===== src/rtl/core/signed_int_to_decimal_ascii_macros.svh =====
// Assertion macros shared by the conversion block.
`ifndef SIGNED_INT_TO_DECIMAL_ASCII_MACROS_SVH
`define SIGNED_INT_TO_DECIMAL_ASCII_MACROS_SVH
`ifndef SYNTHESIS
// Same-cycle implication, disabled in reset.
`define SIDA_ASSERT_NOW(lbl, clk, rstn, pre, post) \
    lbl: assert property (@(posedge clk) disable iff (!(rstn)) (pre) |-> (post)) \
        else $error("assertion failed");
// Next-cycle implication, disabled in reset.
`define SIDA_ASSERT_NEXT(lbl, clk, rstn, pre, post) \
    lbl: assert property (@(posedge clk) disable iff (!(rstn)) (pre) |=> (post)) \
        else $error("assertion failed");
`else
`define SIDA_ASSERT_NOW(lbl, clk, rstn, pre, post)
`define SIDA_ASSERT_NEXT(lbl, clk, rstn, pre, post)
`endif
`endif


===== src/rtl/core/sida_pkg.sv =====
package sida_pkg;

    localparam int         ValueWidth = 32;
    localparam int         NumDigits  = 10;
    localparam int         BcdWidth   = 4 * NumDigits;
    localparam int         CharWidth  = 6;
    localparam logic [4:0] LastStep   = 5'(ValueWidth - 1);
    localparam logic [5:0] CHAR_MINUS = 6'd45;
    localparam logic [5:0] CHAR_ZERO  = 6'd48;
    localparam logic [5:0] CHAR_NINE  = 6'd57;

    // Controller to datapath commands.
    typedef struct packed {
        logic load;
        logic step;
        logic setup;
        logic push_sign;
        logic push_digit;
    } t_cmd;

    // Datapath to controller status.
    typedef struct packed {
        logic conv_done;
        logic neg;
        logic last_digit;
        logic out_free;
    } t_status;

endpackage


===== src/rtl/core/sida_datapath.sv =====
`include "signed_int_to_decimal_ascii_macros.svh"

module sida_datapath (
    input  logic                       i_clk,
    input  logic                       i_rst_n,
    input  sida_pkg::t_cmd             i_cmd,
    output sida_pkg::t_status          o_status,
    input  logic [31:0]                i_value,
    output logic                       o_valid,
    input  logic                       i_ready,
    output logic [5:0]                 o_char,
    output logic                       o_last
);
    import sida_pkg::*;

    logic [ValueWidth-1:0] r_bin, n_bin;
    logic [BcdWidth-1:0]   r_bcd, n_bcd;
    logic                  r_neg, n_neg;
    logic [4:0]            r_cnt, n_cnt;
    logic [3:0]            r_idx, n_idx;
    logic                  r_out_valid, n_out_valid;
    logic [5:0]            r_out_char, n_out_char;
    logic                  r_out_last, n_out_last;

    logic [BcdWidth-1:0]   adj_bcd;
    logic [3:0]            lead_idx;
    logic [3:0]            cur_digit;
    logic                  out_free;

    // Add three to every digit of five or more before the shift.
    always_comb begin
        for (int i = 0; i < NumDigits; i++) begin
            if (r_bcd[4*i +: 4] >= 4'd5) begin
                adj_bcd[4*i +: 4] = r_bcd[4*i +: 4] + 4'd3;
            end else begin
                adj_bcd[4*i +: 4] = r_bcd[4*i +: 4];
            end
        end
    end

    // Highest non-zero digit; zero itself keeps index zero.
    always_comb begin
        lead_idx = 4'd0;
        for (int i = 0; i < NumDigits; i++) begin
            if (r_bcd[4*i +: 4] != 4'd0) begin
                lead_idx = 4'(i);
            end
        end
    end

    assign cur_digit = r_bcd[{r_idx, 2'b00} +: 4];
    assign out_free  = !r_out_valid || i_ready;

    always_comb begin
        n_bin       = r_bin;
        n_bcd       = r_bcd;
        n_neg       = r_neg;
        n_cnt       = r_cnt;
        n_idx       = r_idx;
        n_out_valid = r_out_valid;
        n_out_char  = r_out_char;
        n_out_last  = r_out_last;
        if (i_ready) begin
            n_out_valid = 1'b0;
        end
        if (i_cmd.load) begin
            n_neg = i_value[ValueWidth-1];
            n_bin = i_value[ValueWidth-1] ? (32'd0 - i_value) : i_value;
            n_bcd = '0;
            n_cnt = '0;
        end
        if (i_cmd.step) begin
            n_bcd = {adj_bcd[BcdWidth-2:0], r_bin[ValueWidth-1]};
            n_bin = {r_bin[ValueWidth-2:0], 1'b0};
            n_cnt = r_cnt + 5'd1;
        end
        if (i_cmd.setup) begin
            n_idx = lead_idx;
        end
        if (i_cmd.push_sign) begin
            n_out_valid = 1'b1;
            n_out_char  = CHAR_MINUS;
            n_out_last  = 1'b0;
        end
        if (i_cmd.push_digit) begin
            n_out_valid = 1'b1;
            n_out_char  = CHAR_ZERO + {2'b00, cur_digit};
            n_out_last  = (r_idx == 4'd0);
            n_idx       = r_idx - 4'd1;
        end
    end

    always_ff @(posedge i_clk) begin
        if (!i_rst_n) begin
            r_out_valid <= 1'b0;
        end else begin
            r_out_valid <= n_out_valid;
        end
        r_bin      <= n_bin;
        r_bcd      <= n_bcd;
        r_neg      <= n_neg;
        r_cnt      <= n_cnt;
        r_idx      <= n_idx;
        r_out_char <= n_out_char;
        r_out_last <= n_out_last;
    end

    assign o_status.conv_done  = (r_cnt == LastStep);
    assign o_status.neg        = r_neg;
    assign o_status.last_digit = (r_idx == 4'd0);
    assign o_status.out_free   = out_free;

    assign o_valid = r_out_valid;
    assign o_char  = r_out_char;
    assign o_last  = r_out_last;

    `SIDA_ASSERT_NOW(a_push_free, i_clk, i_rst_n, i_cmd.push_sign || i_cmd.push_digit, out_free)
    `SIDA_ASSERT_NOW(a_digit_bcd, i_clk, i_rst_n, i_cmd.push_digit, cur_digit <= 4'd9)
    `SIDA_ASSERT_NOW(a_char_range, i_clk, i_rst_n, r_out_valid,
        (r_out_char == CHAR_MINUS) || ((r_out_char >= CHAR_ZERO) && (r_out_char <= CHAR_NINE)))
    `SIDA_ASSERT_NEXT(a_sign_first, i_clk, i_rst_n, i_cmd.push_sign, r_out_valid && !r_out_last)

endmodule


===== src/rtl/core/sida_ctrl.sv =====
module sida_ctrl (
    input  logic              i_clk,
    input  logic              i_rst_n,
    input  logic              i_in_valid,
    output logic              o_in_ready,
    input  sida_pkg::t_status i_status,
    output sida_pkg::t_cmd    o_cmd
);
    import sida_pkg::*;

    localparam logic [2:0] S_IDLE  = 3'd0;
    localparam logic [2:0] S_CONV  = 3'd1;
    localparam logic [2:0] S_SETUP = 3'd2;
    localparam logic [2:0] S_SIGN  = 3'd3;
    localparam logic [2:0] S_DIGIT = 3'd4;

    logic [2:0] r_state, n_state;

    always_comb begin
        n_state = r_state;
        o_cmd   = '0;
        case (r_state)
            S_IDLE: begin
                if (i_in_valid) begin
                    o_cmd.load = 1'b1;
                    n_state    = S_CONV;
                end
            end
            S_CONV: begin
                o_cmd.step = 1'b1;
                if (i_status.conv_done) begin
                    n_state = S_SETUP;
                end
            end
            S_SETUP: begin
                o_cmd.setup = 1'b1;
                n_state     = i_status.neg ? S_SIGN : S_DIGIT;
            end
            S_SIGN: begin
                if (i_status.out_free) begin
                    o_cmd.push_sign = 1'b1;
                    n_state         = S_DIGIT;
                end
            end
            S_DIGIT: begin
                if (i_status.out_free) begin
                    o_cmd.push_digit = 1'b1;
                    if (i_status.last_digit) begin
                        n_state = S_IDLE;
                    end
                end
            end
            default: begin
                n_state = S_IDLE;
            end
        endcase
    end

    assign o_in_ready = (r_state == S_IDLE);

    always_ff @(posedge i_clk) begin
        if (!i_rst_n) begin
            r_state <= S_IDLE;
        end else begin
            r_state <= n_state;
        end
    end

endmodule


===== src/rtl/core/signed_int_to_decimal_ascii.sv =====
// Channel    Dir  tdata bits            tuser  tlast
// s_axis     in   [31:0] value          -      -
// m_axis     out  [5:0] character, pad  -      last character of the number
//
// Sequence: one word is taken, then 32 shift-and-add-3 steps of the bit-serial
// binary to BCD loop, a setup step, then 1 to 11 characters, one a cycle while
// m_axis_tready is high.
// Reset: synchronous, active low; clears the controller state and the output valid.
// Stalls: a held m_axis_tready holds the character register and freezes emission.
// A new word is taken as soon as the last character is loaded, even while it waits.
module signed_int_to_decimal_ascii (
    input  logic        i_clk,
    input  logic        i_rst_n,
    input  logic        i_s_axis_tvalid,
    output logic        o_s_axis_tready,
    input  logic [31:0] i_s_axis_tdata,   // [31:0] value
    output logic        o_m_axis_tvalid,
    input  logic        i_m_axis_tready,
    output logic [7:0]  o_m_axis_tdata,   // [5:0] character, [7:6] zero
    output logic        o_m_axis_tlast
);
    import sida_pkg::*;

    t_cmd       cmd;
    t_status    status;
    logic [5:0] out_char;

    // Sequence load, conversion, sign and digits.
    sida_ctrl u_ctrl (
        .i_clk      (i_clk),
        .i_rst_n    (i_rst_n),
        .i_in_valid (i_s_axis_tvalid),
        .o_in_ready (o_s_axis_tready),
        .i_status   (status),
        .o_cmd      (cmd)
    );

    // Magnitude, BCD shift register and the character output register.
    sida_datapath u_datapath (
        .i_clk    (i_clk),
        .i_rst_n  (i_rst_n),
        .i_cmd    (cmd),
        .o_status (status),
        .i_value  (i_s_axis_tdata),
        .o_valid  (o_m_axis_tvalid),
        .i_ready  (i_m_axis_tready),
        .o_char   (out_char),
        .o_last   (o_m_axis_tlast)
    );

    // Pad the character to a whole byte.
    assign o_m_axis_tdata = {2'b00, out_char};

endmodule


===== config.mk =====
export PLATFORM = sky130hd
export DESIGN_NAME = signed_int_to_decimal_ascii
export DESIGN_NICKNAME = d
export VERILOG_FILES = /design/src/rtl/core/sida_pkg.sv /design/src/rtl/core/sida_datapath.sv /design/src/rtl/core/sida_ctrl.sv /design/src/rtl/core/signed_int_to_decimal_ascii.sv
export VERILOG_INCLUDE_DIRS = /design/src /design/src/rtl/core
export SDC_FILE = /design/constraint.sdc
export NUM_CORES = 1
export LEC_CHECK = 0
export ABC_CLOCK_PERIOD_IN_PS = 2700
export CAP_MARGIN = 0
export CORE_ASPECT_RATIO = 1.5
export CORE_MARGIN = 2
export CORE_UTILIZATION = 50
export DETAILED_ROUTE_END_ITERATION = 8
export DONT_BUFFER_PORTS = 1
export PLACE_DENSITY = 0.74
export SYNTH_ARGS = -nofsm -noshare
export SYNTH_HDL_FRONTEND = slang
export SYNTH_HIERARCHICAL = 1
export SYNTH_SLANG_ARGS = --single-unit

===== constraint.sdc =====
create_clock -name i_clk -period 2.7 [get_ports i_clk]
set_input_delay 0.54 -clock i_clk [delete_from_list [all_inputs] [get_ports i_clk]]
set_output_delay 0.54 -clock i_clk [all_outputs]
set_load 0.02 [all_outputs]

==> results.rst, run 1 <==
.. list-table::
   :header-rows: 1

   * - Metric
     - Value
   * - RSZ-0062 raised after global routing
     - no
   * - Post-synth EDFFs
     - 87
   * - CP startpoint kind
     - register
   * - Kind of end point of the critical path
     - register
   * - Die footprint
     - ~0.013 sq mm
   * - Final design utilization
     - 54.92%
   * - Mean cell area of the mapped netlist
     - around 10 sq um
   * - Total gr overflow
     - 0
   * - First-pass GRT wire length
     - about 23000 um
   * - Library cell occupying the most area in the post-synthesis netlist
     - sky130_fd_sc_hd__edfxtp_1
   * - Max Cap Violations
     - 0
   * - Detailed-route wire length per cell
     - about 19 um
   * - Sequential share of the synthesized area
     - 44.40%
   * - Post-cts resize count
     - 0
   * - Via Count
     - 4758
   * - Maximum fanout along the worst path
     - 25
   * - Run status
     - completed
   * - Die span in x
     - around 94 um
   * - Count of buffers from port buffering
     - 0
   * - Top cells by area in the synthesized netlist
     - sky130_fd_sc_hd__edfxtp_1, sky130_fd_sc_hd__ha_1, sky130_fd_sc_hd__xnor2_1, sky130_fd_sc_hd__nand2_1, sky130_fd_sc_hd__mux4_2
   * - # rows
     - 49
   * - Number of buffers inserted by post-CTS setup repair
     - 0
   * - Hold violation count in the final report
     - 0
   * - CTS Root Cell
     - sky130_fd_sc_hd__clkbuf_16
   * - Boundary Pins
     - 47
   * - Total CTS buffers
     - 9
   * - Classification of the worst-slack hold path
     - input port to register
   * - Die Height
     - ~140 um
   * - DRT Wirelength
     - 14060 um
   * - Starting Density
     - between 50 and 60%
   * - Commonest cells in the synthesized netlist
     - sky130_fd_sc_hd__edfxtp_1, sky130_fd_sc_hd__nand2_1, sky130_fd_sc_hd__inv_1
   * - Total half-perimeter wirelength after legalization and detailed placement
     - slightly below 10000 um
   * - GRT Util Overall
     - around 22%
   * - Final-report setup violation count
     - 0
   * - Area growth syn-to-layout
     - 7.475%
   * - Detailed-route vias per instance
     - around 6.3
   * - Worst-path cell chain
     - or2_2, nor2_1, and2_1, nor2b_1, buf_4, nand2_1, or4_1, nand3_1
   * - Post-route non-filler standard cell count
     - around 760
   * - Clock tree from TritonCTS
     - yes
   * - Skew-Pair Late Insertion Delay
     - about 0.34 ns
   * - Area of the core region
     - 0.01196 sq mm
   * - Post-CTS Hold Fix Bufs
     - 0
   * - Proportion of register bits with asynchronous set or reset after synthesis
     - 0%
   * - Period minus WS final
     - 2.376 ns
   * - Fraction of final layout cells sized beyond drive strength 1
     - 7.807%
   * - Family of cells with the greatest summed delay on the critical path
     - simple AND/OR/NAND/NOR gates
   * - Number of antenna violations at the first check in global routing
     - 0
   * - Slew at the pin closest to its max-slew limit
     - approximately 0.75 ns
   * - Cell with the most instances after synthesis
     - sky130_fd_sc_hd__edfxtp_1
   * - Fin Setup TNS
     - 0 ns
   * - Total instance count after detailed placement
     - 739
   * - Clock sink count
     - 92
   * - Maximum clock frequency
     - approximately 420 MHz
   * - ANT cells
     - 0
   * - Synthesized flop and latch total
     - 92
   * - Final clock period utilization by the worst path
     - slightly below 90%
   * - Post-detailed-route count of antenna-violating nets
     - 0
   * - Global placer's final weighted congestion
     - a little over 0.9
   * - Crit path buffers/inverters
     - 1
   * - Worst Skew
     - just under 0.01 ns
   * - Static leakage power
     - roughly 0.0025 uW
   * - DRC violations left
     - 0
   * - Final worst hold slack
     - 0.2975 ns
   * - Level count of the clock H-tree
     - 3
   * - CP peak stage delay
     - 0.40 ns
   * - Max-slew violations
     - 0
   * - Max clock buf depth
     - 2
   * - Number of optimization iterations in the first detailed-route pass
     - 5
   * - Vias in the first global route
     - approximately 4.8k
   * - Worst relative slew slack
     - between 40 and 50%
   * - Initial DRC count
     - roughly 300
   * - Distinct cell type count after synthesis
     - a little over 60
   * - Worst path arrival time
     - between 2 and 3 ns
   * - Top cell type's share of synthesized area
     - a little over two fifths
   * - Post-synthesis instance total
     - roughly 610
   * - Required time of the critical path
     - just under 3 ns
   * - Worst-path cell with the longest stage delay
     - sky130_fd_sc_hd__or4_1
   * - IR drop worst, VDD
     - 0.0003889 V
   * - Nets
     - between 600 and 700
   * - Classification of the worst setup path
     - register to register
   * - Clk slew on worst S/H paths
     - roughly 0.06 ns
   * - Maximum number of pins on one net before global-route repair
     - 70
   * - Number of warnings reported in the yosys synthesis log
     - 6
   * - Power Dens Cells
     - 705.5 mW/mm^2
   * - Area of the mapped netlist
     - around 0.0061 sq mm
   * - Post-synth top flop
     - sky130_fd_sc_hd__edfxtp_1
where the power goes:
group / total [uW] / internal, uW / switching [uW]
sequential: 2170 / 1930 / 241
clock: 1260 / 745 / 515
combinational: 1200 / 535 / 665
flip-flops by register name, summed over array words and instances, names as in the netlist:
register and cells:
u_datapath/o_last 1, u_datapath/o_valid 1, u_datapath/r_idx 4, u_datapath/r_bcd 40, u_datapath/r_neg 1, u_datapath/r_bin 32
u_datapath/o_char 5, u_ctrl/r_state 3, u_datapath/r_cnt 5
metal layers:
layer / vias to the layer above / track usage (%) / part of all wire, %
met5: - / 0 / 0
met4: 0 / 9.840 / 3.2
met3: 33 / 3.682 / 6.0
met2: 206 / 38.98 / 53
met1: 2294 / 26.14 / 37
li1: 2225 / - / -
cell usage in the layout (no fill, tap or decap), drive strengths merged, types with 11 or more instances in the layout:
cell	n
nand2b	17
and3	13
o21ai	35
buf	16
or4	13
nand2	57
nand3	18
nor3	13
inv	36
and2	19
clkbuf	14
nor2	33
mux2i	11
xnor2	25
a21o	11
a21oi	14
ha	24
a21boi	11
edfxtp	87
final cells by class:
| type | instances | area [sq um] |
|---|---|---|
| Fill cell | 1093 | 5389 |
| Multi-Input combinational cell | 442 | 3090 |
| Sequential cell | 92 | 2713 |
| Clock buffer | 14 | 254.0 |
| Tap cell | 153 | 191.4 |
| Timing Repair Buffer | 16 | 145.1 |
| Inverter | 36 | 135.1 |
| Clock inverter | 2 | 37.54 |
stage by stage:
| step | power [uW] | cell area (sq um) | setup slack (ns) |
|---|---|---|---|
| 2_1_floorplan | 3042 | 6116 | 0.0002194 |
| 3_3_place_gp | 3312 | 6275 | 0.1093 |
| 3_5_place_dp | 3382 | 6275 | 0.04399 |
| 4_1_cts | 4660 | 6566 | 0.3607 |
| 5_1_grt | 4896 | 6566 | 0.2300 |
| 6_report | 4632 | 6566 | 0.3243 |
path summary, 6_finish.rpt:
kind | from | endpoint | slack (ns) | cells after the start
worst max-delay path | u_ctrl/r_state[0]$_SDFFE_PN0P_ | u_datapath/r_bin[26]$_DFFE_PP_ | 0.32 | 8
worst min-delay path | i_s_axis_tdata[31] | u_datapath/r_neg$_DFFE_PP_ | 0.30 | 0
worst max register to register | u_ctrl/r_state[0]$_SDFFE_PN0P_ | u_datapath/r_bin[26]$_DFFE_PP_ | 0.32 | 8
worst min register to register | u_datapath/r_bin[0]$_SDFFE_PP0P_ | u_datapath/r_bin[0]$_SDFFE_PP0P_ | 0.52 | 2
cells by family after synthesis:
logic type / after synthesis / synth area share [%]
simple gates: 227 / 19.76
fa+ha+maj: 24 / 4.915
mux: 20 / 4.936
flops: 92 / 44.40
compound gates: 134 / 15.75
buf+inv: 74 / 5.243
xor+xnor: 34 / 4.874
other cells: 2 / 0.1229
Power figures use the tool's default switching activity.
==> inputs of run 2 (changes only) <==
--- a/config.mk
+++ b/config.mk
@@ -6,14 +6,15 @@
 export SDC_FILE = /design/constraint.sdc
 export NUM_CORES = 1
 export LEC_CHECK = 0
-export ABC_CLOCK_PERIOD_IN_PS = 2700
+export ABC_CLOCK_PERIOD_IN_PS = 2610
 export CAP_MARGIN = 0
 export CORE_ASPECT_RATIO = 1.5
 export CORE_MARGIN = 2
 export CORE_UTILIZATION = 50
 export DETAILED_ROUTE_END_ITERATION = 8
 export DONT_BUFFER_PORTS = 1
-export PLACE_DENSITY = 0.74
+export PLACE_DENSITY = 0.71
+export SLEW_MARGIN = 20
 export SYNTH_ARGS = -nofsm -noshare
 export SYNTH_HDL_FRONTEND = slang
 export SYNTH_HIERARCHICAL = 1
==> constraint.sdc (replaced) <==
create_clock -name i_clk -period 2.61 [get_ports i_clk]
set_input_delay 0.522 -clock i_clk [delete_from_list [all_inputs] [get_ports i_clk]]
set_output_delay 0.522 -clock i_clk [all_outputs]
set_load 0.02 [all_outputs]
==> run 2 against run 1 <==
- setup slack worse by 0.048 ns
- critical endpoint is now u_datapath/r_bin[31]$_DFFE_PP_
- sequential power is 3% higher
- power is 5.0% higher
- global-route usage is 0.078 points higher
- sequential cell count stayed put
- maximum frequency is 1.8% higher
- via count is 1.5% lower
==> results.rst, run 2 (synthesized netlist as in run 1, its figures left out) <==
.. list-table::
   :header-rows: 1

   * - Metric
     - Value
   * - Static leakage power
     - between 0.002 and 0.003 uW
   * - Max-slew violations
     - 0
   * - First-pass GRT wire length
     - 22960 um
   * - Post-cts resize count
     - 0
   * - Global placer's final weighted congestion
     - a little over 0.9
   * - CTS Root Cell
     - sky130_fd_sc_hd__clkbuf_16
   * - Kind of end point of the critical path
     - register
   * - Detailed-route wire length per cell
     - between 15 and 20 um
   * - CP startpoint kind
     - register
   * - Run status
     - completed
   * - Initial DRC count
     - a little under 300
   * - Fin Setup TNS
     - 0 ns
   * - Maximum clock frequency
     - between 400 and 500 MHz
   * - Most common cell after layout, fill and taps aside
     - sky130_fd_sc_hd__edfxtp_1
   * - Final clock period utilization by the worst path
     - 89.43%
   * - Nets
     - approximately 660
   * - Total CTS buffers
     - 9
   * - Classification of the worst-slack hold path
     - input port to register
   * - Slew at the pin closest to its max-slew limit
     - between 0.7 and 0.8 ns
   * - IR drop worst, VDD
     - a little over 0.0004 V
   * - Total half-perimeter wirelength after legalization and detailed placement
     - between 9000 and 10000 um
   * - Area growth syn-to-layout
     - 8.704%
   * - Starting Density
     - roughly 51%
   * - # rows
     - between 40 and 50
   * - Hold violation count in the final report
     - 0
   * - Via Count
     - around 4.7k
   * - Cell count of the worst reg-to-reg path
     - 6
   * - Post-CTS Hold Fix Bufs
     - 0
   * - Vias in the first global route
     - 4750
   * - RSZ-0062 raised after global routing
     - no
   * - Commonest non-fill, non-tap cells in the layout
     - sky130_fd_sc_hd__edfxtp_1, sky130_fd_sc_hd__nand2_1, sky130_fd_sc_hd__inv_1, sky130_fd_sc_hd__o21ai_0, sky130_fd_sc_hd__nor2_1
   * - Post-Place Cell Area
     - between 0.006 and 0.007 sq mm
   * - Maximum number of pins on one net before global-route repair
     - 44
   * - Power Dens Cells
     - 732.4 mW/mm^2
   * - Number of buffers inserted by post-CTS setup repair
     - 0
   * - Clock sink count
     - 92
   * - GRT Util Overall
     - approximately 22%
   * - Count of buffers from port buffering
     - 0
   * - DRC violations left
     - 0
   * - DRT Wirelength
     - approximately 14000 um
   * - Worst relative slew slack
     - between 50% and 60%
   * - Maximum fanout along the worst path
     - 11
   * - Number of antenna violations at the first check in global routing
     - 0
   * - WHS Path Cells
     - 0
   * - Max Cap Violations
     - 0
   * - Detailed-route vias per instance
     - roughly 6.2
   * - Met1 layer usage reported by global route
     - roughly a quarter
   * - Final-report setup violation count
     - 0
   * - Required time of the critical path
     - approximately 2.7 ns
   * - Max FFs per register
     - 40
   * - Boundary Pins
     - between 40 and 50
   * - Met3 routing resource usage after global routing
     - 5.035%
   * - Worst path arrival time
     - roughly 2.5 ns
   * - Layer with the highest usage after global routing
     - met2
   * - Number of optimization iterations in the first detailed-route pass
     - 5
   * - Classification of the worst setup path
     - register to register
   * - Period minus WS final
     - 2.334 ns
   * - Summed area of non-filler cells in the final layout
     - roughly 0.0066 sq mm
   * - Largest registers
     - u_datapath/r_bcd (40), u_datapath/r_bin (32)
   * - Register containing the most flip-flops in the final layout
     - u_datapath/r_bcd
   * - Level count of the clock H-tree
     - 3
   * - Clock tree from TritonCTS
     - yes
   * - Skew-Pair Late Insertion Delay
     - ~0.34 ns
   * - Die footprint
     - ~0.013 sq mm
   * - Clk slew on worst S/H paths
     - ~0.06 ns
   * - Fraction of met2 tracks used by global routing
     - about 40%
   * - ANT cells
     - 0
   * - Max clock buf depth
     - 2
   * - Fraction of final layout cells sized beyond drive strength 1
     - 9.226%
   * - Total gr overflow
     - 0
   * - Worst Skew
     - 0.005562 ns
   * - Die span in x
     - 94.26 um
   * - Post-detailed-route count of antenna-violating nets
     - 0
   * - Die Height
     - between 100 and 150 um
   * - Area of the core region
     - approximately 0.012 sq mm
run 2: cell count changes in the layout (fill, tap and decap cells not counted), sizes merged:
cell	delta
clkbuf	-1
buf	+5
clkinv	+2
clkinvlp	-1
run 2: report_power, final:
part,internal (uW),leakage (uW),switching (uW)
combinational,566,0.00149,691
clock,822,0.000156,545
sequential,2000,0.000905,242
total,3390,0.00255,1480
run 2: cell type report:
| type | count | area (sq um) |
|---|---|---|
| inverter | 36 | 135.1 |
| sequential | 92 | 2713 |
| multi-input combinational | 442 | 3093 |
| fill | 1055 | 5314 |
| clock buffer | 13 | 270.3 |
| timing repair buffer | 21 | 195.2 |
| tap | 153 | 191.4 |
| clock inverter | 3 | 43.79 |
run 2: through the flow:
stage                     util [%]  total power, uW  instances  hold WS (ns)  setup slack [ns]
after floorplan                  -             3148        608        0.4602           0.02080
after global placement       52.93             3443        744        0.4842           0.07358
after detailed placement     52.93             3514        744        0.4985           0.04310
after CTS                    55.55             4900        760        0.2707            0.2969
after global routing         55.55             5153        760        0.2734            0.1085
final                        55.55             4864        760        0.2900            0.2760
run 2: routing by layer:
metal	part of all wire, %	vias up	wire length [um]
li1	-	2230	-
met1	37	2232	5220
met2	53	182	7337
met3	6.3	41	876
met4	3.7	0	511
met5	0	-	0
run 2: path summary, 6_finish.rpt:
kind                               startpoint                                to  slack [ns]
min                        i_s_axis_tdata[31]        u_datapath/r_neg$_DFFE_PP_        0.29
max reg2reg    u_ctrl/r_state[0]$_SDFFE_PN0P_    u_datapath/r_bin[31]$_DFFE_PP_        0.28
min reg2reg  u_datapath/r_bin[0]$_SDFFE_PP0P_  u_datapath/r_bin[0]$_SDFFE_PP0P_        0.51
max            u_ctrl/r_state[0]$_SDFFE_PN0P_    u_datapath/r_bin[31]$_DFFE_PP_        0.28
run 2: worst max-delay path, cell delays in order (launching register included):
cell                       delay [ns]
sky130_fd_sc_hd__dfxtp_1         0.38
sky130_fd_sc_hd__or2_2           0.36
sky130_fd_sc_hd__nor2_2          0.10
sky130_fd_sc_hd__and2_1          0.26
sky130_fd_sc_hd__buf_4           0.22
sky130_fd_sc_hd__nand3b_1        0.35
sky130_fd_sc_hd__o41ai_1         0.45
==> inputs of run 3 (changes only) <==
--- a/config.mk
+++ b/config.mk
@@ -10,10 +10,10 @@
 export CAP_MARGIN = 0
 export CORE_ASPECT_RATIO = 1.5
 export CORE_MARGIN = 2
-export CORE_UTILIZATION = 50
+export CORE_UTILIZATION = 65
 export DETAILED_ROUTE_END_ITERATION = 8
 export DONT_BUFFER_PORTS = 1
-export PLACE_DENSITY = 0.71
+export PLACE_DENSITY = 0.87
 export SLEW_MARGIN = 20
 export SYNTH_ARGS = -nofsm -noshare
 export SYNTH_HDL_FRONTEND = slang
==> run 3 against run 2 <==
- hold slack got worse by 0.020 ns
- power increased by 0.12%
- design area decreased by 1.6%
- highest routed layer unchanged
- setup slack got worse by 0.051 ns
- die area decreased by 22%
- combinational power about the same
- register-to-register slack got worse by 0.05 ns
- critical endpoint is now u_datapath/r_bin[15]$_DFFE_PP_
- count of clock-buffer cells in the layout decreased by 3
- critical path depth unchanged
- core utilization increased by 15 points
==> results.rst, run 3 (synthesized netlist as in run 1, its figures left out) <==
.. list-table::
   :header-rows: 1

   * - Metric
     - Value
   * - Run status
     - completed
   * - Setup slack, reg-to-reg
     - approximately 0.22 ns
   * - Power Dens Cells
     - 745.4 mW/mm^2
   * - Classification of the worst setup path
     - register to register
   * - Max FFs per register
     - 40
   * - Detailed-route vias per instance
     - 6.714
   * - Post-detailed-route count of antenna-violating nets
     - 0
   * - Final clock period utilization by the worst path
     - about nine tenths
   * - Maximum number of pins on one net before global-route repair
     - 43
   * - Max Cap Violations
     - 0
   * - Area growth syn-to-layout
     - 6.943%
   * - Global placer's final weighted congestion
     - roughly 0.9
   * - Clk slew on worst S/H paths
     - about 0.060 ns
   * - Final Power
     - 4870 uW
   * - Detailed-route wire length per cell
     - ~19 um
   * - Maximum clock frequency
     - 419.2 MHz
   * - Post-cts resize count
     - 0
   * - Total half-perimeter wirelength after legalization and detailed placement
     - 9499 um
   * - DRC violations left
     - 0
   * - Commonest non-fill, non-tap cells in the layout
     - sky130_fd_sc_hd__edfxtp_1, sky130_fd_sc_hd__nand2_1, sky130_fd_sc_hd__inv_1, sky130_fd_sc_hd__o21ai_0, sky130_fd_sc_hd__nor2_1
   * - Die footprint
     - a little over 0.01 sq mm
   * - Hold violation count in the final report
     - 0
   * - Slew at the pin closest to its max-slew limit
     - approximately 0.75 ns
   * - Area of the core region
     - between 0.009 and 0.01 sq mm
   * - Worst r2r dst
     - u_datapath/r_bin[15]$_DFFE_PP_
   * - Via Count
     - about 4.8k
   * - Die span in x
     - approximately 83 um
   * - Maximum fanout along the worst path
     - 12
   * - Classification of the worst-slack hold path
     - input port to register
   * - GRT Util Overall
     - around 28%
   * - First-pass GRT wire length
     - roughly 22000 um
   * - Worst-path cell with the longest stage delay
     - sky130_fd_sc_hd__or4_1
   * - # rows
     - 43
   * - DRT Wirelength
     - 13710 um
   * - Nets
     - 657
   * - Register containing the most flip-flops in the final layout
     - u_datapath/r_bcd
   * - Initial DRC count
     - between 400 and 500
   * - Count of buffers from port buffering
     - 0
   * - Worst hold path startpoint
     - i_s_axis_tdata[31]
   * - Die Height
     - 122.7 um
   * - Worst Skew
     - a little under 0.005 ns
   * - Number of optimization iterations in the first detailed-route pass
     - 8
   * - Clock sink count
     - 92
   * - CTS Root Cell
     - sky130_fd_sc_hd__clkbuf_16
   * - Total CTS buffers
     - 9
   * - Fraction of final layout cells sized beyond drive strength 1
     - 8.306%
   * - Cell count of the worst reg-to-reg path
     - 6
   * - Final-report setup violation count
     - 0
   * - Static leakage power
     - 0.002518 uW
   * - Period minus WS final
     - 2.385 ns
   * - Capture endpoint of the worst hold path
     - u_datapath/r_neg$_DFFE_PP_
   * - Total gr overflow
     - 0
   * - ANT cells
     - 0
   * - Worst relative slew slack
     - 50.24%
   * - Worst path arrival time
     - about 2.6 ns
   * - CP startpoint kind
     - register
   * - Largest registers
     - u_datapath/r_bcd (40), u_datapath/r_bin (32)
   * - Number of buffers inserted by post-CTS setup repair
     - 0
   * - Boundary Pins
     - between 40 and 50
   * - Max clock buf depth
     - 2
   * - IR drop worst, VDD
     - around 0.00045 V
   * - Level count of the clock H-tree
     - 3
   * - Number of antenna violations at the first check in global routing
     - 0
   * - Post-CTS Hold Fix Bufs
     - 0
   * - Kind of end point of the critical path
     - register
   * - Clock tree from TritonCTS
     - yes
   * - WHS Path Cells
     - 0
   * - Most common cell after layout, fill and taps aside
     - sky130_fd_sc_hd__edfxtp_1
   * - Starting Density
     - between 60% and 70%
   * - Fin Setup TNS
     - 0 ns
   * - RSZ-0062 raised after global routing
     - no
   * - Skew-Pair Late Insertion Delay
     - about 0.35 ns
   * - Worst-path cell chain
     - or2_2, nor2_2, and2_1, nand2b_1, or4_1, nand3b_1
   * - CP peak stage delay
     - 0.62 ns
   * - Vias in the first global route
     - just under 5k
   * - Max-slew violations
     - 0
   * - Required time of the critical path
     - approximately 2.8 ns
   * - Reg-to-reg startpoint
     - u_ctrl/r_state[0]$_SDFFE_PN0P_
-- run 3: changes by cell type in the layout (fill, tap and decap cells not counted) --
cell,previous run,this run
sky130_fd_sc_hd__buf_12,3,2
sky130_fd_sc_hd__buf_4,18,14
sky130_fd_sc_hd__bufinv_16,1,2
sky130_fd_sc_hd__clkbuf_8,3,0
sky130_fd_sc_hd__clkinv_1,0,1
sky130_fd_sc_hd__clkinv_2,1,3
sky130_fd_sc_hd__clkinv_4,1,0
-- run 3: final cells by class --
cell class,count,area (sq um)
Multi-Input combinational cell,442,3093
Clock buffer,10,229.0
Tap cell,112,140.1
Timing Repair Buffer,16,145.1
Sequential cell,92,2713
Fill cell,649,2666
Inverter,36,135.1
Clock inverter,6,78.83
-- run 3: report_power, final --
| group | switching, uW | internal [uW] |
|---|---|---|
| sequential | 252 | 2000 |
| combinational | 684 | 556 |
| clock | 549 | 831 |
-- run 3: critical path: cells and delay by family, from the launching register on --
kind             cells  cell delay [ns]
AND/OR/NAND/NOR      6             1.86
flip-flops           1             0.38
-- run 3: metrics by stage --
| step | utilization, % | instances | setup WS, ns | hold WS, ns | cell area, sq um |
|---|---|---|---|---|---|
| after floorplan | - | 608 | 0.02080 | 0.4602 | 6118 |
| after global placement | 67.67 | 698 | 0.04101 | 0.4883 | 6226 |
| after detailed placement | 67.67 | 698 | 0.03445 | 0.5212 | 6226 |
| after CTS | 71.02 | 714 | 0.2754 | 0.2617 | 6534 |
| after global routing | 71.02 | 714 | 0.1031 | 0.2598 | 6534 |
| final | 71.02 | 714 | 0.2246 | 0.2703 | 6534 |
-- run 3: how the worst max path moves through the flow --
stage | startpoint | endpoint | slack [ns] | cells past startpoint
6_report | u_ctrl/r_state[0]$_SDFFE_PN0P_ | u_datapath/r_bin[15]$_DFFE_PP_ | 0.22 | 6
5_1_grt | u_ctrl/r_state[0]$_SDFFE_PN0P_ | u_datapath/r_bin[19]$_DFFE_PP_ | 0.10 | 8
4_1_cts | u_ctrl/r_state[0]$_SDFFE_PN0P_ | u_datapath/r_bin[19]$_DFFE_PP_ | 0.28 | 8
3_5_place_dp | i_s_axis_tdata[0] | u_datapath/r_bin[18]$_DFFE_PP_ | 0.03 | 6
3_3_place_gp | i_s_axis_tdata[0] | u_datapath/r_bin[18]$_DFFE_PP_ | 0.04 | 6
2_1_floorplan | u_ctrl/r_state[0]$_SDFFE_PN0P_ | u_datapath/r_bin[17]$_DFFE_PP_ | 0.02 | 10
-- run 3: metal layers --
metal,wire (um),part of all wire [%],up-vias,track usage (%)
met2,7387,54,212,52.47
met5,0,0,-,0
met3,764,5.6,44,4.438
met1,5093,37,2311,29.64
li1,-,-,2227,-
met4,465,3.4,0,13.73
